===== config.mk =====
export PLATFORM = sky130hd
export DESIGN_NAME = pcnms_ram
export DESIGN_NICKNAME = d
export VERILOG_FILES = /design/src/design/pcnms_ram.sv
export SDC_FILE = /design/constraint.sdc
export NUM_CORES = 1
export LEC_CHECK = 0
export BUFFER_PORTS_ARGS = -buffer_cell sky130_fd_sc_hd__buf_4
export CAP_MARGIN = 20
export CORE_MARGIN = 3
export CORE_UTILIZATION = 25
export CTS_CLUSTER_DIAMETER = 150
export CTS_CLUSTER_SIZE = 10
export DETAILED_ROUTE_END_ITERATION = 8
export HOLD_SLACK_MARGIN = 0.06
export SLEW_MARGIN = 20
export SYNTH_ARGS = -nofsm -noshare
export SYNTH_HDL_FRONTEND = slang
export SYNTH_SLANG_ARGS = --single-unit

===== constraint.sdc =====
create_clock -name clk_i -period 1.37 [get_ports clk_i]
set_input_delay 0 -clock clk_i [delete_from_list [all_inputs] [get_ports clk_i]]
set_output_delay 0 -clock clk_i [all_outputs]
set_load 0.005 [all_outputs]

===== src/design/pcnms_ram.sv =====
// Generic single-write, single-read RAM with registered read data.
module pcnms_ram #(
  parameter int unsigned WIDTH = 8,
  parameter int unsigned DEPTH = 2
) (
  input  logic                     clk_i,
  input  logic                     we_i,
  input  logic [$clog2(DEPTH)-1:0] waddr_i,
  input  logic [WIDTH-1:0]         wdata_i,
  input  logic [$clog2(DEPTH)-1:0] raddr_i,
  output logic [WIDTH-1:0]         rdata_o
);

  logic [WIDTH-1:0] mem_q [DEPTH];
  logic [WIDTH-1:0] rdata_q;

  always_ff @(posedge clk_i) begin
    if (we_i) begin
      mem_q[waddr_i] <= wdata_i;
    end
    rdata_q <= mem_q[raddr_i];
  end

  assign rdata_o = rdata_q;

endmodule


* Yosys cells after proc, flatten, opt, wreduce, memory -nomap -nowiden
Memories as Yosys holds them, arrays and structs flattened. A register that Yosys moved wholly into a read port is not among the register bits.
Index checks and enable logic that the tools add are counted.
** Operators by class
- $add $sub $neg :: 0
- Multiply operators :: 0
- Divide/modulo/power cells :: 0
- $lt $le $gt $ge :: 0
- Equality and inequality tests :: 0
- Shifts and indexed selects :: 0
- Muxes and demuxes :: 2
- Bitwise operators :: 0
- Reductions and logical operators :: 0
** Operators with widths (count)
- 1-bit 2-to-1 mux :: 2
** Word-level totals
- Register bits after elaboration :: 0
- Latch bits :: 0
- Bits in writable memories :: 16
- Memory bits (read-only) :: 0
- Output and inout bits :: 8
- Memories :: 1
** Memory list
- mem_q :: words 2, bits a word 8, rd ports 1, clocked after memory_dff 1, wr ports 1, RTL line 14 : logic [WIDTH-1:0] mem_q [DEPTH];

* Logic depth before layout (Yosys ltp)
Gate-level depths: netlist (run 1).
- Depth after elaboration :: 2
- Mapped depth :: 2

* Worst setup path before layout (run 1)
OpenSTA, ideal clock, no wires.
- Path kind :: in2reg
- Start :: input port we_i
- End :: memory mem_q[0][0], enable pin
- Data arrival time :: 0.420 ns
- Required time :: 0.997 ns
- Slack :: 0.577 ns
- Stages on the path :: 1
- Path buffers :: 0
- Path through :: nor2b_1
** On the way
- Word-level cells in the longest chain between the ends :: 2
** Ends and longest elaborated chain
- start, declared :: RTL line 7 : input logic we_i,
- 1-bit 2-to-1 mux :: RTL line 18 : if (we_i) begin
- 1-bit 2-to-1 mux (implied by the code) :: RTL line 19 : mem_q[waddr_i] <= wdata_i;
- end, declared :: RTL line 14
Every way passes these cells.

* Final worst setup path (run 1)
- Start :: memory mem_q[0][2]
- End :: register rdata_q[2] (netlist: rdata_o[2]), read port of mem_q
** RTL lines
- end, declared :: RTL line 15 : logic [WIDTH-1:0] rdata_q;
No word-level cell between the ends.

==> run_results.csv, run 1 <==
group,metric,value,unit
min_path,hold_class,"in2reg",
global_routing,track_usage,6.306,%
global_routing,grt_util_met2,9.467,%
clock_tree,cts_setup_buffers,0,
global_routing,top_usage_layer,"met2",
cells_and_area,layoutNonFillerInstCount,108,
sta,tightest_slew,379.4,ps
routing,drt_iter0_markers,4,
clock_tree,clock_sinks,24,
routing,wl_per_cell,9.787,um
cells_and_area,syn_to_final_growth,40.67,%
sta,setup_viol,0,
pwr,peakVddDrop,0.4517,mV
sta,finalWorstSetupSlack,609.2,ps
worst_setup_path,startpoint_type,"register",
worst_setup_path,slowest_delay,390,ps
worst_setup_path,cp.arrival,960,ps
die,rows,19,
place,dp_slack,587.1,ps
routing,routed_wl,1057,um
clock_tree,cts_buffers,3,
cells_and_area,n_antenna_cell,0,
pwr,p_leak,0.0004442,uW
global_routing,grtUsageMet3,3.719,%
cells_and_area,nets,79,
place,port_buffers,19,
synth,syn_inst,35,
synth,yosysSeqAreaShare,81.66,%
worst_setup_path,critPathKind,"reg2reg",
sta,max_freq,1314,MHz
routing,first_pass_iters,4,
die,initial_utilization,27.27,%
synth,yosysTopAreaCell,"edfxtp_1",
clock_tree,cts_max_path_buffers,2,
clock_tree,clock_latency,300,ps
sta,setup_tns,0,ps
die,die_y,62.02,um
place,gp_congestion,0.6564,
sta,period_share,55.53,%
die,die-area,3846,um2
worst_setup_path,crit_family,"flip-flops",
sta,finalMaxSlewViolations,0,
run_status,status,"complete, no violations",
die,core,2877,um2
synth,syn_area,784.5,um2
synth,yosysTopAreaCellShare,61.24,%
sta,hold_violations,0,
routing,vias_per_cell,3.556,
job,cap_viol_max_count,0,
clock_tree,root_buffer,"clkbuf_4",
sta,period_minus_slack,760.8,ps
pwr,powerDensity,1259,nW/um2
worst_setup_path,path_cells,"mux2_4",
die,ios,20,
global_routing,use_met1,7.652,%
worst_setup_path,slowest_stage,"edfxtp_1",
synth,yosys_warnings,0,
pwr,power,1389,uW
synth,synth_area_leaders,"edfxtp_1, dfxtp_1, mux2_4, buf_6, and2_1",
clock_tree,clkTransAtPathRegs,120,ps
clock_tree,cts_tree,"built",
routing,dr_total_vias,384,
cells_and_area,drive_gt1_share,48.48,%
place,dp_cells,96,
clock_tree,cts.htree.levels,1,
global_routing,antenna_found_initial,0,
routing,ant_nets,0,
sta,rsz0062_at_grt,"false",
worst_setup_path,setup.worst_path.end_class,"register",
synth,ys_ff_latch,24,
worst_setup_path,required,1570,ps
synth,synthDistinctLibCells,6,
global_routing,grt-ovfl-total,0,
synth,syn_nets,47,
sta,slew_headroom,74.71,%
die,die_w,62.02,um
worst_setup_path,path_buf_inv,0,
global_routing,grt_max_degree,15,
global_routing,grt_pass1_vias,357,
worst_setup_path,path_max_fanout,1,
synth,avgSynthCellArea,22.41,um2
global_routing,grt_pass1_wl,1635,um
routing,drc,0,
sta,finClkSkew,0.7636,ps
## cell usage after synthesis
cell type	number
edfxtp_1	16
dfxtp_1	8
mux2_4	8
and2_1	1
buf_6	1
nor2b_1	1
## final cells by class
class,instances,area (um2)
Clock buffer,4,47.55
Tap cell,42,52.55
Fill cell,273,1773
Timing Repair Buffer,28,230.2
Multi-Input combinational cell,10,132.6
Sequential cell,24,640.6
## through the flow
stage                     cell area [um2]  hold WS, ps  util (%)
final                                1104        66.10     38.36
after global routing                 1104        62.63     38.36
after CTS                            1104        61.96     38.36
after detailed placement            975.9        189.8     33.93
after global placement              975.9        189.0     33.93
after floorplan                     784.5        98.87         -
## cell families (layout without fill, tap and decap cells)
family        after synthesis  after routing  synth area share [%]
simple gates                2              2                 1.596
flops                      24             24                 81.66
mux                         8              8                 15.31
buf+inv                     1             32                 1.435
## cell usage in the layout, fill, tap and decap left out
| master | instances |
|---|---|
| dlygate4sd3_1 | 8 |
| buf_4 | 20 |
| mux2_4 | 8 |
| edfxtp_1 | 16 |
| clkbuf_4 | 3 |
| dfxtp_1 | 8 |
| clkbuf_16 | 1 |
| nor2b_1 | 1 |
| and2_1 | 1 |
## state kept, by name, summed over array words and instances, names as in the netlist
name and count:
mem_q 16, rdata_o 8
## where the power goes
group	switching, uW	total (uW)	internal [uW]
Sequential	12.7	842	829
Combinational	41.1	135	93.7
Clock	190	413	223
Total	244	1390	1150
## final timing paths
kind	to	cells after the start	slack, ps	from
hold / removal	rdata_o[0]	2	70	raddr_i
setup / recovery	rdata_o[2]	1	610	mem_q[0][2]
hold reg to reg	rdata_o[5]	1	480	mem_q[0][5]
setup reg to reg	rdata_o[2]	1	610	mem_q[0][2]
## layer usage
layer	share of wire [%]	up-vias
met3	9.5	2
met4	0.76	0
met5	0	-
met1	43	175
li1	-	190
met2	46	17
## what timing repair did
| item | 4_1_cts | 5_1_grt |
|---|---|---|
| resized for setup | 0 | 0 |
| hold endpoints to repair | 16 | 0 |
| hold buffers | 8 | 0 |
Power figures use the tool's default switching activity.
==> run 2: changes to the inputs <==
==> constraint.sdc (replaced) <==
create_clock -name clk_i -period 0.8 [get_ports clk_i]
set_input_delay 0 -clock clk_i [delete_from_list [all_inputs] [get_ports clk_i]]
set_output_delay 0 -clock clk_i [all_outputs]
set_load 0.005 [all_outputs]
==> run_results.csv, run 2 (synthesized netlist as in run 1, its figures left out) <==
group,metric,value,unit
global_routing,grt-ovfl-total,0,
cells_and_area,final_cell_mix,"buf_4, edfxtp_1, mux2_4, dlygate4sd3_1, dfxtp_1",
die,ios,20,
pwr,powerDensity,1965,nW/um2
worst_setup_path,setup.worst_path.end_class,"register",
routing,drt_iter0_markers,8,
pwr,p_leak,0.0004406,uW
pwr,peakVddDrop,0.5031,mV
pwr,power,2158,uW
cells_and_area,largest_reg_flops,16,
worst_setup_path,required,990,ps
routing,ant_nets,0,
cells_and_area,top_register,"mem_q",
clock_tree,root_buffer,"clkbuf_4",
clock_tree,clkTransAtPathRegs,110,ps
place,gp_congestion,0.6270,
sta,finalWorstSetupSlack,44.81,ps
min_path,hold_class,"in2reg",
sta,finClkSkew,0.9501,ps
sta,hold_violations,0,
cells_and_area,syn_to_final_growth,40.03,%
sta,tightest_slew,154.5,ps
die,core,2877,um2
routing,vias_per_cell,3.472,
cells_and_area,nets,80,
worst_setup_path,critPathKind,"reg2reg",
worst_setup_path,crit_start,"mem_q[1][2]",
worst_setup_path,path_cells,"mux2_4",
global_routing,grt_pass1_vias,348,
job,cap_viol_max_count,0,
worst_setup_path,cp.arrival,950,ps
worst_setup_path,slowest_delay,390,ps
sta,period_minus_slack,755.2,ps
worst_setup_path,slowest_stage,"edfxtp_1",
global_routing,track_usage,5.993,%
clock_tree,cts_resized,0,
die,rows,19,
clock_tree,clock_sinks,24,
sta,finalMaxSlewViolations,0,
routing,wl_per_cell,10.04,um
run_status,status,"complete, no violations",
worst_setup_path,r2r-start,"mem_q[1][2]",
routing,drc,0,
place,dp_cells,97,
sta,period_share,94.40,%
clock_tree,cts_buffers,3,
die,die-area,3846,um2
clock_tree,cts.hold.buffers_added,8,
global_routing,grt_pass1_wl,1531,um
routing,dr_total_vias,375,
sta,max_freq,1324,MHz
global_routing,antenna_found_initial,0,
cells_and_area,layout_commonest_cell,"buf_4",
die,initial_utilization,27.27,%
worst_setup_path,path_max_fanout,1,
sta,slew_headroom,89.70,%
worst_setup_path,startpoint_type,"register",
cells_and_area,fillers,271,
place,dp_slack,50.21,ps
clock_tree,cts_max_path_buffers,2,
clock_tree,cts_tree,"built",
die,die_y,62.02,um
die,die_w,62.02,um
cells_and_area,n_antenna_cell,0,
routing,routed_wl,1084,um
clock_tree,clock_latency,290,ps
cells_and_area,finish.utilization,38.19,%
place,port_buffers,19,
clock_tree,cts.htree.levels,1,
cells_and_area,drive_gt1_share,48.48,%
cells_and_area,layoutNonFillerInstCount,108,
sta,setup_viol,0,
routing,first_pass_iters,3,
min_path,hp-start,"raddr_i",
sta,setup_tns,0,ps
worst_setup_path,path_buf_inv,0,
sta,rsz0062_at_grt,"false",
clock_tree,cts_setup_buffers,0,
worst_setup_path,crit_family,"flip-flops",
global_routing,grt_max_degree,13,
run 2: changes by cell type in the layout (fill, tap and decap cells not counted):
| cell | before | now |
|---|---|---|
| buf_12 | 0 | 1 |
| clkbuf_16 | 1 | 0 |
run 2: final timing paths:
path	to	slack, ps	cells after the start
setup / recovery	rdata_o[2]	40	1
hold / removal	rdata_o[0]	80	2
setup reg to reg	rdata_o[2]	40	1
hold reg to reg	rdata_o[7]	480	1
run 2: report_power, final:
part | switching (uW) | internal, uW | total [uW] | leakage [uW]
sequential | 22.0 | 1420 | 1440 | 0.000218
clock | 300 | 175 | 475 | 0.0000138
combinational | 71.5 | 170 | 242 | 0.000209
run 2: per-layer routing:
layer,GRT usage (%),routed length [um]
met1,6.830,504
met3,1.860,82
met5,0,0
met2,9.320,488
met4,4.545,8
run 2: per-stage QoR:
step                cell area [um2]  hold slack (ps)
finish                         1099            75.40
global route                   1099            58.26
CTS                            1099            74.43
detailed placement            996.0            188.2
global placement              996.0            187.0
floorplan                     784.5            98.87
run 2: cell type report:
class	instances	area [um2]	area share, %
well taps	42	52.55	4.784
flip-flops and latches	24	640.6	58.31
multi-input cells	10	132.6	12.07
repair buffers	29	250.2	22.78
clock buffers	3	22.52	2.050
==> run 3: changes to the inputs <==
--- a/config.mk
+++ b/config.mk
@@ -13,6 +13,7 @@
 export CTS_CLUSTER_SIZE = 10
 export DETAILED_ROUTE_END_ITERATION = 8
 export HOLD_SLACK_MARGIN = 0.06
+export RECOVER_POWER = 100
 export SLEW_MARGIN = 20
 export SYNTH_ARGS = -nofsm -noshare
 export SYNTH_HDL_FRONTEND = slang
==> run_results.csv, run 3 (synthesized netlist as in run 1, its figures left out) <==
group,metric,value,unit
run_status,status,"complete, no violations",
cells_and_area,final_cell_mix,"clkbuf_4, edfxtp_1, dlygate4sd3_1, dfxtp_1",
routing,first_pass_iters,4,
clock_tree,clock_latency,290,ps
cells_and_area,drive_gt1_share,40.91,%
sta,period_minus_slack,772.9,ps
worst_setup_path,critPathKind,"reg2reg",
global_routing,grt_max_degree,13,
worst_setup_path,cp.arrival,970,ps
pwr,peakVddDrop,0.5140,mV
sta,rsz0062_at_grt,"false",
routing,ant_nets,0,
die,die-area,3846,um2
worst_setup_path,path_buf_inv,0,
cells_and_area,fillers,275,
die,die_y,62.02,um
die,ios,20,
job,cap_viol_max_count,0,
clock_tree,cts_tree,"built",
cells_and_area,syn_to_final_growth,36.04,%
global_routing,grt_pass1_vias,348,
pwr,powerDensity,1999,nW/um2
routing,dr_total_vias,376,
worst_setup_path,path_cells,"mux2_1",
place,port_buffers,19,
worst_setup_path,crit_family,"flip-flops",
clock_tree,cts_setup_buffers,0,
cells_and_area,design_area,1067,um2
place,place_area,996.0,um2
clock_tree,clock_sinks,24,
routing,drt_iter0_markers,8,
global_routing,antenna_found_initial,0,
routing,vias_per_cell,3.481,
clock_tree,cts.hold.buffers_added,8,
clock_tree,root_buffer,"clkbuf_4",
place,dp_cells,97,
sta,slew_headroom,66.49,%
sta,hold_violations,0,
worst_setup_path,slowest_stage,"edfxtp_1",
die,rows,19,
min_path,hold_class,"in2reg",
clock_tree,clkTransAtPathRegs,110,ps
routing,routed_wl,1084,um
place,gp_congestion,0.6270,
global_routing,track_usage,5.993,%
worst_setup_path,slowest_delay,380,ps
global_routing,grt_pass1_wl,1531,um
worst_setup_path,setup.worst_path.end_class,"register",
pwr,power,2133,uW
cells_and_area,nets,80,
die,initial_utilization,27.27,%
die,core,2877,um2
clock_tree,cts_max_path_buffers,2,
cells_and_area,layoutNonFillerInstCount,108,
cells_and_area,largest_reg_flops,16,
cells_and_area,n_antenna_cell,0,
clock_tree,cts_resized,0,
sta,tightest_slew,502.7,ps
cells_and_area,layout_commonest_cell,"clkbuf_4",
routing,drc,0,
cells_and_area,top_register,"mem_q",
sta,setup_tns,0,ps
global_routing,grt-ovfl-total,0,
sta,max_freq,1294,MHz
sta,finalMaxSlewViolations,0,
worst_setup_path,path_max_fanout,1,
worst_setup_path,startpoint_type,"register",
die,die_w,62.02,um
sta,setup_viol,0,
routing,wl_per_cell,10.04,um
pwr,p_leak,0.0004129,uW
clock_tree,cts_buffers,3,
worst_setup_path,required,1000,ps
sta,period_share,96.62,%
clock_tree,cts.htree.levels,1,
sta,finClkSkew,1.283,ps
==> run 3: layout make-up <==
type                    instances  area [um2]  area share (%)
flip-flops and latches         24       640.6           60.02
repair buffers                 29       230.2           21.57
multi-input cells              10       121.4           11.37
well taps                      42       52.55           4.924
clock buffers                   3       22.52           2.110
==> run 3: metal layers <==
| layer | vias to the layer above | global-route usage (%) | wire, um |
|---|---|---|---|
| met4 | 0 | 4.545 | 8 |
| met5 | - | 0 | 0 |
| met3 | 2 | 1.860 | 81 |
| met1 | 168 | 6.830 | 510 |
| li1 | 191 | - | - |
| met2 | 15 | 9.320 | 484 |
==> run 3: final timing paths <==
kind,startpoint,slack (ps),depth (start not counted),to
worst max-delay path,mem_q[1][1],30,1,rdata_o[1]
worst min-delay path,raddr_i,40,2,rdata_o[1]
worst max register to register,mem_q[1][1],30,1,rdata_o[1]
worst min register to register,mem_q[0][5],470,1,rdata_o[5]
==> run 3: power breakdown <==
part / switching [uW] / total (uW) / internal (uW)
registers: 20.8 / 1440 / 1420
logic: 68.8 / 212 / 143
clock network: 306 / 481 / 175
total: 396 / 2130 / 1740
==> run 3: metrics by stage <==
step           utilization, %  hold slack, ps  worst slack (ps)
3_5_place_dp            34.62           188.2             50.21
6_report                37.10           39.52             27.07
2_1_floorplan               -           98.87             6.556
3_3_place_gp            34.62           187.0             83.72
5_1_grt                 37.10           28.42             4.052
4_1_cts                 38.19           74.43             34.50
