### src/design/pcnms_pkg.sv
// Shared types and constants for the per-class NMS engine.
package pcnms_pkg;

  localparam int unsigned DefMaxCandidates = 64;
  localparam logic [15:0] DefOverlapThreshold = 16'd29491;
  localparam int unsigned EntryW = 88;

  typedef struct packed {
    logic [15:0] box_left;
    logic [15:0] box_top;
    logic [15:0] box_right;
    logic [15:0] box_bottom;
    logic [7:0]  category;
    logic [15:0] score;
    logic        final_item;
  } nms_in_t;

  typedef struct packed {
    logic [15:0] kept_left;
    logic [15:0] kept_top;
    logic [15:0] kept_right;
    logic [15:0] kept_bottom;
    logic [7:0]  kept_category;
    logic [15:0] kept_score;
    logic        none_kept;
    logic        overflowed;
    logic        end_of_run;
  } nms_out_t;

  // One stored detection, as kept in both the load store and the kept list.
  typedef struct packed {
    logic [15:0] score;
    logic [7:0]  category;
    logic [15:0] bottom;
    logic [15:0] right;
    logic [15:0] top;
    logic [15:0] left;
  } entry_t;

  typedef enum logic [2:0] {
    B_IDLE,
    B_SCAN,
    B_FETCH,
    B_CAND,
    B_CHECK,
    B_COMMIT,
    B_EMIT_RD,
    B_EMIT_WAIT
  } back_state_e;

  function automatic logic [15:0] extent(logic [15:0] lo, logic [15:0] hi);
    return (hi > lo) ? (hi - lo) : 16'd0;
  endfunction

endpackage

### src/design/pcnms_front.sv
// Load front: writes detections into the store and queues a run on the last one.
module pcnms_front #(
  parameter int unsigned MAX_CANDIDATES = pcnms_pkg::DefMaxCandidates
) (
  input  logic                                clk_i,
  input  logic                                rst_ni,
  input  logic                                in_valid_i,
  output logic                                in_ready_o,
  input  pcnms_pkg::nms_in_t                  in_data_i,
  input  logic                                store_busy_i,
  output logic                                we_o,
  output logic [$clog2(MAX_CANDIDATES)-1:0]   waddr_o,
  output pcnms_pkg::entry_t                   wdata_o,
  output logic                                push_o,
  output logic [$clog2(MAX_CANDIDATES+1):0]   push_data_o
);
  import pcnms_pkg::*;

  localparam int unsigned IdxW = $clog2(MAX_CANDIDATES);
  localparam int unsigned CntW = $clog2(MAX_CANDIDATES + 1);
  localparam logic [CntW-1:0] MaxCnt = CntW'(MAX_CANDIDATES);

  logic [CntW-1:0] cnt_q, cnt_d;
  logic            ovf_q, ovf_d;
  logic            accept, has_room;

  assign in_ready_o = !store_busy_i;
  assign accept     = in_valid_i && in_ready_o;
  assign has_room   = (cnt_q < MaxCnt);

  assign we_o            = accept && has_room;
  assign waddr_o         = cnt_q[IdxW-1:0];
  assign wdata_o.score    = in_data_i.score;
  assign wdata_o.category = in_data_i.category;
  assign wdata_o.bottom   = in_data_i.box_bottom;
  assign wdata_o.right    = in_data_i.box_right;
  assign wdata_o.top      = in_data_i.box_top;
  assign wdata_o.left     = in_data_i.box_left;

  always_comb begin
    cnt_d  = cnt_q;
    ovf_d  = ovf_q;
    push_o = 1'b0;
    if (accept) begin
      if (has_room) begin
        cnt_d = cnt_q + CntW'(1);
      end else begin
        ovf_d = 1'b1;
      end
    end
    push_data_o = {ovf_d, cnt_d};
    if (accept && in_data_i.final_item) begin
      push_o = 1'b1;
      cnt_d  = '0;
      ovf_d  = 1'b0;
    end
  end

  always_ff @(posedge clk_i or negedge rst_ni) begin
    if (!rst_ni) begin
      cnt_q <= '0;
      ovf_q <= 1'b0;
    end else begin
      cnt_q <= cnt_d;
      ovf_q <= ovf_d;
    end
  end

endmodule

### config.mk
export PLATFORM = sky130hd
export DESIGN_NAME = pcnms_front
export DESIGN_NICKNAME = d
export VERILOG_FILES = /design/src/design/pcnms_pkg.sv /design/src/design/pcnms_front.sv
export SDC_FILE = /design/constraint.sdc
export NUM_CORES = 1
export LEC_CHECK = 0
export BUFFER_PORTS_ARGS = -buffer_cell sky130_fd_sc_hd__buf_2
export CAP_MARGIN = 20
export CORE_MARGIN = 8
export CORE_UTILIZATION = 28
export DETAILED_ROUTE_END_ITERATION = 6
export GPL_TIMING_DRIVEN = 0
export PLACE_DENSITY = 0.82
export REMOVE_ABC_BUFFERS = 1
export SETUP_SLACK_MARGIN = 0.05
export SLEW_MARGIN = 40
export SYNTH_ARGS = -nofsm -noshare
export SYNTH_HDL_FRONTEND = slang
export SYNTH_SLANG_ARGS = --single-unit
### constraint.sdc
create_clock -name clk_i -period 1.5 [get_ports clk_i]
set_input_delay 0.075 -clock clk_i [delete_from_list [all_inputs] [get_ports clk_i]]
set_output_delay 0.075 -clock clk_i [all_outputs]
set_load 0.01 [all_outputs]
**Word-level counts from Yosys, hierarchy flattened**

Cells that the tools add are included.
Widths: inputs -> output; s select.

- Register bits: 8
- Bits of input ports: 93
- Output and inout bits: 105
- Word-level logic and storage cells: 15

- $add $sub $neg: 1
- Magnitude comparators: 1
- Mux-type cells: 7
- Reductions and logical operators: 4

Operators with widths:

| operator | count |
|---|---|
| $mux 7 | 3 |
| $add 7x1->7 const B | 1 |
| $lt 7x7->1 const B | 1 |
| $mux 1 | 4 |
| $logic_and 1x1->1 | 3 |
| $logic_not 1->1 | 1 |

**Logic depth before layout (Yosys ltp)**

Gate-level depths: netlist (run 1).

- Word-level depth: 4
- Gate-level depth with buffers: 4
- Mapped depth without buffers: 4

**Least setup slack after synthesis (run 1)**

Ideal clock, no wire load.

- Path type: reg2out
- From: register cnt_q[6]
- To: output push_data_o[5]
- Data arrival time: 1320 ps
- Required time: 1425 ps
- Slack: 105 ps
- Stages on the path, launching flop included: 5
- Buffers on the path: 0
- Path through: dfrtp_1 or3b_4 inv_2 nand4_1 xnor2_1

- Cells in the longest elaborated chain, start to end: 3

RTL lines:

| element | line | text |
|---|---|---|
| from (decl) | pcnms_front.sv:23 | `logic [CntW-1:0] cnt_q, cnt_d;` |
| from (signal assigned) | pcnms_front.sv:64 | `cnt_q <= cnt_d;` |
| $lt 7x7->1 | pcnms_front.sv:29 | `assign has_room = (cnt_q < MaxCnt);` |
| $mux 7 | pcnms_front.sv:45 | `if (has_room) begin` |
| $mux 7 | pcnms_front.sv:44 | `if (accept) begin` |
| to (decl) | pcnms_front.sv:15 | `output logic [$clog2(MAX_CANDIDATES+1):0] push_data_o` |

No other way between the ends.

**Final worst setup path (run 1)**

Ends and elaborated chain as after synthesis.

==> results of run 1 <==
placed cells by master (no fill, tap or decap):
cell	netlist	final
clkbuf_8	0	3
nand2b_1	3	3
nand2_1	3	3
mux2i_1	3	3
and3_1	1	1
nand3b_1	1	1
buf_6	0	2
or3b_4	1	1
xnor2_2	0	2
xor2_1	1	1
dlygate4sd3_1	0	1
buf_4	94	8
mux2_4	1	1
nand4_1	1	1
inv_1	2	2
dfrtp_1	8	8
and2_1	4	4
nor2b_1	1	1
and4bb_2	1	1
xnor2_1	4	2
inv_4	0	1
a41o_1	1	1
and2_4	1	1
nand4_4	0	1
a21o_1	1	1
ha_2	0	1
buf_2	0	19
nand3_2	0	1
repair_timing:
action | in CTS | in global routing
hold buffers | 1 | 0
endpoints found under the hold margin | 8 | 0
endpoints found under the setup margin | 6 | 9
cloned | 0 | 0
buffers inserted | 7 | 3
gates resized for setup | 7 | 3
pin swaps | 4 | 3
flip-flops by register name, indices dropped and copies added (netlist names):
signal and flops:
cnt_q 7, ovf_q 1
per-layer routing:
metal	wire length, um	global-route usage, %
met5	0	1.67
met4	447	10.2
met3	2580	37.3
met2	5680	58.5
met1	964	7.15
logic make-up (layout without fill, tap and decap cells):
family | Yosys count | count (layout)
xor gates and xnor gates | 5 | 5
and+or+nand+nor | 19 | 19
muxes | 4 | 4
AOI/OAI and AO/OA | 2 | 2
DFF | 8 | 8
buffers and inverters | 98 | 36
adders and majority gates | 1 | 1
worst register-to-register path, cell delays in order, from the launching register on:
cell and delay, ps:
dfrtp_1 390, or3b_4 420, mux2_4 330, buf_6 120
and2_4 140
worst paths after layout:
check	endpoint	slack (ps)
min in group asynchronous	cnt_q[1]	230
hold reg to reg	ovf_q	560
setup reg to reg	cnt_q[1]	10
max in group asynchronous	cnt_q[6]	1100
hold / removal	wdata_o[15]	150
setup / recovery	push_data_o[5]	-150
per-stage QoR:
step                cells  setup slack [ps]  total power, mW
global route          125              -214             1.10
finish                125              -145             1.04
CTS                   124              -109             1.02
global placement      113              36.2            0.611
floorplan              42               100            0.486
detailed placement    113              48.2            0.617
final cells by class:
cell class | count | area (sq um) | area share, %
multi-input cells | 31 | 282 | 35.8
flip-flops and latches | 8 | 200 | 25.4
repair buffers | 30 | 188 | 23.8
well taps | 50 | 62.6 | 7.95
clock buffers | 3 | 41.3 | 5.25
inverters | 3 | 13.8 | 1.75
power breakdown:
part / switching [mW] / internal [mW] / total, mW
registers: 0.0407 / 0.255 / 0.296
logic: 0.217 / 0.268 / 0.486
clock network: 0.0857 / 0.174 / 0.260
total: 0.344 / 0.698 / 1.04
==> flow_metrics.py, run 1 <==
metrics = {
    "outcome": {
        "status": "finished with violations",
        "violations": "negative setup slack",
    },
    "yosys": {
        "yosys.area.top_type": "buf_4",
        "synth_xor_area_share_pct": 3.74,
        "synth_seq_area_share_pct": 17.1,
        "synth_compound_area_share_pct": 1.50,
        "syn_area_sq_um": 1170,
        "synth_top_flop_cell": "dfrtp_1",
        "ys_top_cells_by_area": "buf_4 (60%), dfrtp_1 (17%), xnor2_1 (3.0%)",
        "synth-adder-area-share_pct": 1.07,
        "avgSynthCellArea_sq_um": 8.55,
        "ys_types": 24,
        "synth_edf_count": 0,
        "synth.cells.most_frequent": "buf_4 (94), dfrtp_1 (8), and2_1 (4), xnor2_1 (4)",
        "synth_top_family_by_area": "buffers and inverters",
        "ys_warn_count": 0,
        "synthSimpleGateAreaFrac_pct": 11.2,
        "synth_seq_cells": 8,
        "yosys-mux-area-fraction_pct": 3.85,
        "synth_most_common_cell": "buf_4",
        "synthCells": 137,
        "synth_top_area_share_pct": 60.3,
        "ys_async_sr_fraction_pct": 100,
    },
    "cells_and_area": {
        "area_delta_synth_final_pct": -32.8,
        "fin_area_sq_um": 787,
        "final_util_pct": 19.7,
        "antenna_cells": 0,
        "drive_gt1_share_pct": 56.0,
        "fin_nets": 171,
        "num-fill-cells": 426,
    },
    "worst_setup_path": {
        "crit_path_start_kind": "flip-flop",
        "worstPathBufferInverterCount": 2,
        "cp.arrival_ps": 1570,
        "path_class": "reg -> out",
        "rr_startpoint": "cnt_q[6]",
        "endpoint_kind": "primary output",
        "cp.required_ps": 1420,
        "cp_num_cells": 5,
        "worstPathMaxFanout": 3,
        "slowest_stage": "or3b_4",
        "path_cells": "or3b_4 > inv_4 > nand4_1 > xnor2_1 > buf_2",
        "max_stage_delay_ps": 420,
        "cpLargestDelayFamily": "simple AND/OR/NAND/NOR gates",
        "critPathLaunch": "cnt_q[6]",
        "rr_worst_depth": 4,
    },
    "global_route": {
        "overflow": 0,
        "grt_pass1_wl_um": 10700,
        "grt_max_degree": 13,
        "antenna_found_initial": 0,
        "grt.total_usage_pct": 28.2,
        "grt_pass1_vias": 574,
    },
    "flow_run": {
        "max_cap_violations": 0,
    },
    "route": {
        "drtAntennaViolNets": 0,
        "drt-vias-per-instance": 5.18,
        "drt_iter0_markers": 64,
        "wl_per_cell_um": 77.4,
        "vias": 647,
        "wirelength_um": 9680,
        "firstDrtPassIters": 4,
        "drc": 0,
    },
    "sta": {
        "slew_headroom_pct": 70.9,
        "grt_setup_unrepaired": "yes",
        "setup_ws_ps": -145,
        "hold_ws_ps": 150,
        "hold_viol_final": 0,
        "worst_pin_slew_ps": 436,
        "max_freq_mhz": 608,
        "period_needed_ps": 1650,
        "fin_crit_sh_pct": 110,
        "setup_violations": 6,
        "skew_ps": 2.36,
        "totalNegativeSetupSlack_ps": -462,
        "drv_slew": 0,
    },
    "die": {
        "pin_count": 198,
        "rows": 23,
        "chipHeight_um": 80.7,
        "core_sq_um": 4000,
        "initial_utilization_pct": 29.3,
        "dieArea_sq_um": 6510,
        "die_w_um": 80.7,
    },
    "cts": {
        "clk_pin_slew_ps": 40,
        "clockBufferDepth": 2,
        "clock_sinks": 8,
        "cts_root_buf": "clkbuf_8",
        "cts_tree": "yes",
        "numCtsBuffers": 3,
        "clk_latency_ps": 230,
        "htree_levels": 1,
    },
    "place": {
        "hpwl_um": 9250,
        "postPlaceCellArea_sq_um": 629,
        "place_congestion": 1.01,
        "port-buffer-count": 21,
    },
    "hold_path": {
        "min_path_type": "in -> out",
        "min_path_cells": 0,
        "hp-start": "in_data_i[88]",
    },
    "power_and_ir_drop": {
        "p_leak_nw": 0.460,
        "power_density_nw_per_um2": 1320,
        "peakVddDrop_mv": 0.282,
    },
}
(Power assumes the default switching activity.)
==> inputs of run 2 (changes only) <==
Settings changed: CORE_AREA set to 2 2 76 78, CORE_MARGIN 8 to not set, CORE_UTILIZATION 28 to not set, CTS_CLUSTER_DIAMETER set to 30, DIE_AREA set to 0 0 78 80, PLACE_DENSITY 0.82 to 0.66.
Clock period 1.5 ns to 2.1 ns, I/O delays scaled along.
==> run 2 against run 1 <==
  * The run now ends clean
  * Power shrank 39%
  * Clock power shrank 28%
  * Design area shrank 10%
  * Wire length shrank 3.5%
  * Final cell count grew 11%
  * Combinational power shrank 54%
  * Via count grew 0.31%
  * Non-clock buffer count shrank 8
==> flow_metrics.py, run 2 (synthesized netlist as in run 1, its figures left out) <==
metrics = {
    "outcome": {
        "status": "finished clean",
    },
    "sta": {
        "grt_setup_unrepaired": "no",
        "hold_viol_final": 0,
        "setup_violations": 0,
        "slew_headroom_pct": 71.5,
        "skew_ps": 4.42,
        "drv_slew": 0,
        "fin_crit_sh_pct": 84.7,
        "max_freq_mhz": 562,
        "totalNegativeSetupSlack_ps": 0,
        "hold_ws_ps": 210,
        "period_needed_ps": 1780,
        "worst_pin_slew_ps": 426,
    },
    "worst_setup_path": {
        "worstPathBufferInverterCount": 2,
        "r2r_end": "cnt_q[1]",
        "cpLargestDelayFamily": "simple AND/OR/NAND/NOR gates",
        "regToRegSetupSlack_ps": 680,
        "cp.arrival_ps": 1670,
        "worstPathMaxFanout": 4,
        "slowest_stage": "or3b_4",
        "endpoint_kind": "primary output",
        "max_stage_delay_ps": 440,
        "crit_path_start_kind": "flip-flop",
        "path_cells": "or3b_4 > inv_2 > nand4_1 > xnor2_1 > buf_2",
        "rr_startpoint": "cnt_q[6]",
        "path_class": "reg -> out",
        "rr_worst_depth": 3,
        "critPathLaunch": "cnt_q[6]",
        "cp.required_ps": 2000,
    },
    "route": {
        "drt-vias-per-instance": 4.67,
        "drt_iter0_markers": 27,
        "drtAntennaViolNets": 0,
        "drc": 0,
        "vias": 649,
        "firstDrtPassIters": 4,
        "wirelength_um": 9340,
        "wl_per_cell_um": 67.2,
    },
    "place": {
        "hpwl_um": 8940,
        "dp_cells": 135,
        "place_congestion": 0.830,
        "port-buffer-count": 21,
    },
    "cells_and_area": {
        "largest_reg_flops": 7,
        "num-fill-cells": 654,
        "layout_common_cells": "buf_2 (21), dfrtp_1 (8), xnor2_1 (4), and2_1 (4)",
        "layout_commonest_cell": "buf_2",
        "stdcell_count": 139,
        "antenna_cells": 0,
        "top_register": "cnt_q",
        "top_regs": "cnt_q x7, ovf_q x1",
        "drive_gt1_share_pct": 44.8,
        "area_delta_synth_final_pct": -39.5,
        "fin_nets": 163,
    },
    "hold_path": {
        "min_path_cells": 0,
        "min_to": "wdata_o[11]",
        "min_path_type": "in -> out",
        "hp-start": "in_data_i[84]",
    },
    "die": {
        "rows": 27,
        "chipHeight_um": 80,
        "dieArea_sq_um": 6240,
        "die_w_um": 78,
        "initial_utilization_pct": 21.7,
        "pin_count": 198,
        "core_sq_um": 5410,
    },
    "power_and_ir_drop": {
        "power_switching_mw": 0.220,
        "peakVddDrop_mv": 0.368,
        "p_int_mw": 0.418,
        "p_comb_share_pct": 34.9,
        "power_switching_share_pct": 34.5,
        "seq_power_share_pct": 35.7,
        "power_density_nw_per_um2": 902,
        "clkPwrFrac_pct": 29.4,
        "p_leak_nw": 0.408,
    },
    "cts": {
        "clockBufferDepth": 2,
        "cts_tree": "yes",
        "htree_levels": 1,
        "clock_sinks": 8,
        "cts_root_buf": "clkbuf_8",
        "numCtsBuffers": 3,
        "clk_latency_ps": 230,
        "clk_pin_slew_ps": 40,
    },
    "flow_run": {
        "max_cap_violations": 0,
    },
    "global_route": {
        "grt_max_degree": 13,
        "grt_pass1_vias": 583,
        "overflow": 0,
        "grt_pass1_wl_um": 10600,
        "antenna_found_initial": 0,
        "grt.total_usage_pct": 29.2,
    },
}
==> run 2: changes by cell type in the layout (fill, tap and decap cells not counted), moves of 2 or more <==
cell / change
xnor2_1: +2
xnor2_2: -2
buf_2: +2
buf_4: -8
buf_6: -2
==> run 2: worst max path at each step <==
stage                     end  depth (start not counted)
6_report       push_data_o[5]                          5
5_1_grt        push_data_o[5]                          5
4_1_cts        push_data_o[3]                          5
3_5_place_dp   push_data_o[3]                          5
3_3_place_gp   push_data_o[3]                          5
2_1_floorplan  push_data_o[5]                          4
==> run 2: area by class of cell <==
type                       instances  area, sq um  share of cell area (%)
multi-input combinational         31          250                    35.3
sequential                         8          200                    28.3
timing repair buffer              22          115                    16.3
tap                               72         90.1                    12.7
clock buffer                       3         41.3                    5.83
inverter                           3         11.3                    1.59
==> run 2: timing repair <==
action	in CTS	in global routing
setup buffers	0	0
resized for setup	0	0
hold buffers	1	0
endpoints found under the hold margin	8	0
==> run 2: per-stage QoR <==
stage               util, %  instance area (sq um)  worst slack [ps]  power, mW
global route           13.1                    708               210      0.685
floorplan                 -                    462               670      0.347
global placement       12.2                    657               576      0.442
detailed placement     12.2                    657               566      0.448
finish                 13.1                    708               321      0.639
CTS                    13.1                    708               312      0.644
==> run 2: power by group through the flow <==
stage / Sequential [mW] / Clock [mW] / Combinational [mW]
finish: 0.228 / 0.188 / 0.223
global route: 0.237 / 0.208 / 0.240
CTS: 0.228 / 0.194 / 0.222
detailed placement: 0.230 / 0 / 0.218
global placement: 0.226 / 0 / 0.216
floorplan: 0.234 / 0 / 0.113
==> run 2: metal layers <==
metal	vias to the layer above	track usage, %	wire length [um]
met1	236	4.82	651
met4	0	9.65	298
met2	197	61.5	5510
met5	-	0	0
met3	22	43.9	2880
li1	194	-	-
==> inputs of run 3 (changes only) <==
Clock period 2.1 ns to 1.8 ns, I/O delays scaled along.
==> run 3 against run 2 <==
  * Clock skew decreased by 0.67 ps
  * Die area unchanged
  * Power increased by 18%
  * Design area increased by 5.7%
  * Utilization increased by 0.74 points
  * Critical path type unchanged
  * Largest cell class unchanged
==> flow_metrics.py, run 3 (synthesized netlist as in run 1, its figures left out) <==
metrics = {
    "cells_and_area": {
        "layout_common_cells": "buf_2 (21), dfrtp_1 (6), and2_1 (4), buf_4 (4)",
        "drive_gt1_share_pct": 52.1,
        "layout_commonest_cell": "buf_2",
        "fin_nets": 167,
        "largest_reg_flops": 7,
        "top_regs": "cnt_q x7, ovf_q x1",
        "top_register": "cnt_q",
        "antenna_cells": 0,
        "area_delta_synth_final_pct": -36.1,
    },
    "global_route": {
        "grt_pass1_vias": 595,
        "grt_pass1_wl_um": 10600,
        "overflow": 0,
        "grt.total_usage_pct": 29.1,
        "grt_max_degree": 13,
        "antenna_found_initial": 0,
    },
    "die": {
        "pin_count": 198,
        "initial_utilization_pct": 21.7,
        "dieArea_sq_um": 6240,
        "core_sq_um": 5410,
        "chipHeight_um": 80,
        "die_w_um": 78,
        "rows": 27,
    },
    "sta": {
        "period_needed_ps": 1720,
        "drv_slew": 0,
        "setup_violations": 0,
        "skew_ps": 3.75,
        "grt_setup_unrepaired": "yes",
        "fin_crit_sh_pct": 95.3,
        "totalNegativeSetupSlack_ps": 0,
        "worst_pin_slew_ps": 453,
        "hold_viol_final": 0,
        "max_freq_mhz": 583,
        "slew_headroom_pct": 69.7,
    },
    "power_and_ir_drop": {
        "p_total_mw": 0.752,
        "peakVddDrop_mv": 0.428,
        "power_density_nw_per_um2": 1010,
        "p_leak_nw": 0.433,
    },
    "worst_setup_path": {
        "path_class": "reg -> out",
        "path_cells": "or3b_4 > inv_2 > nand4_1 > xnor2_1 > buf_2",
        "critPathLaunch": "cnt_q[6]",
        "rr_worst_depth": 6,
        "slowest_stage": "or3b_4",
        "crit_path_start_kind": "flip-flop",
        "worstPathMaxFanout": 3,
        "cp.required_ps": 1710,
        "rr_startpoint": "cnt_q[6]",
        "cp.arrival_ps": 1630,
        "max_stage_delay_ps": 410,
        "endpoint_kind": "primary output",
    },
    "route": {
        "firstDrtPassIters": 4,
        "wirelength_um": 9390,
        "vias": 662,
        "wl_per_cell_um": 65.7,
        "drt_iter0_markers": 24,
        "drc": 0,
        "drtAntennaViolNets": 0,
        "drt-vias-per-instance": 4.63,
    },
    "place": {
        "port-buffer-count": 21,
        "place_congestion": 0.830,
        "hpwl_um": 8940,
    },
    "cts": {
        "cts_tree": "yes",
        "htree_levels": 1,
        "clock_sinks": 8,
        "clk_latency_ps": 230,
        "cts_root_buf": "clkbuf_8",
        "clk_pin_slew_ps": 40,
        "numCtsBuffers": 3,
        "clockBufferDepth": 2,
    },
    "hold_path": {
        "min_path_cells": 0,
        "min_path_type": "in -> out",
        "hp-start": "in_data_i[84]",
    },
    "outcome": {
        "status": "finished clean",
    },
    "flow_run": {
        "max_cap_violations": 0,
    },
}
## run 3: cell types whose count changed in the layout (fill, tap and decap cells not counted), sizes merged
cell,previous run,this run
buf,21,25
## run 3: stage by stage
| step | setup slack (ps) | cells | hold WS (ps) | util, % | area [sq um] |
|---|---|---|---|---|---|
| 2_1_floorplan | 385 | 42 | -206 | - | 462 |
| 5_1_grt | 34.0 | 143 | 180 | 13.8 | 748 |
| 6_report | 84.6 | 143 | 180 | 13.8 | 748 |
| 3_5_place_dp | 281 | 135 | -49.5 | 12.2 | 657 |
| 3_3_place_gp | 291 | 135 | -56.8 | 12.2 | 657 |
| 4_1_cts | 58.4 | 140 | 180 | 13.4 | 723 |
## run 3: final timing paths
check                      slack [ps]             end
hold reg to reg                   560           ovf_q
min in group asynchronous         240        cnt_q[6]
setup reg to reg                  240        cnt_q[5]
max in group asynchronous        1360        cnt_q[1]
hold / removal                    180     wdata_o[11]
setup / recovery                   80  push_data_o[5]
## run 3: what timing repair did
item / 4_1_cts / 5_1_grt
pin swaps: 0 / 2
hold endpoints to repair: 8 / 0
hold buffers: 1 / 0
buffers inserted: 1 / 3
resized for setup: 1 / 2
setup endpoints to repair: 2 / 3
## run 3: area by class of cell
cell class / instances / area [sq um]
clock buffers: 3 / 41.3
repair buffers: 26 / 145
inverters: 3 / 11.3
well taps: 72 / 90.1
multi-input cells: 31 / 258
fillers: 648 / 4660
flip-flops and latches: 8 / 203
## run 3: routing by layer
metal,GRT usage [%],vias to the layer above,share of wire [%]
li1,-,202,-
met1,4.83,240,7.3
met2,61.6,196,59
met3,42.9,24,31
met4,9.65,0,3.6
met5,0,-,0
## run 3: worst max-delay path: cells and delay by family (launching register included)
family | cells | cell delay (ps)
flip-flops | 1 | 390
AND/OR/NAND/NOR | 2 | 560
XOR/XNOR | 1 | 180
buffers and inverters | 2 | 260
## run 3: power breakdown
part / switching, mW / total, mW / leakage (nW) / internal, mW
combinational: 0.130 / 0.262 / 0.306 / 0.132
clock: 0.0714 / 0.216 / 0.0216 / 0.145
sequential: 0.0563 / 0.274 / 0.106 / 0.217
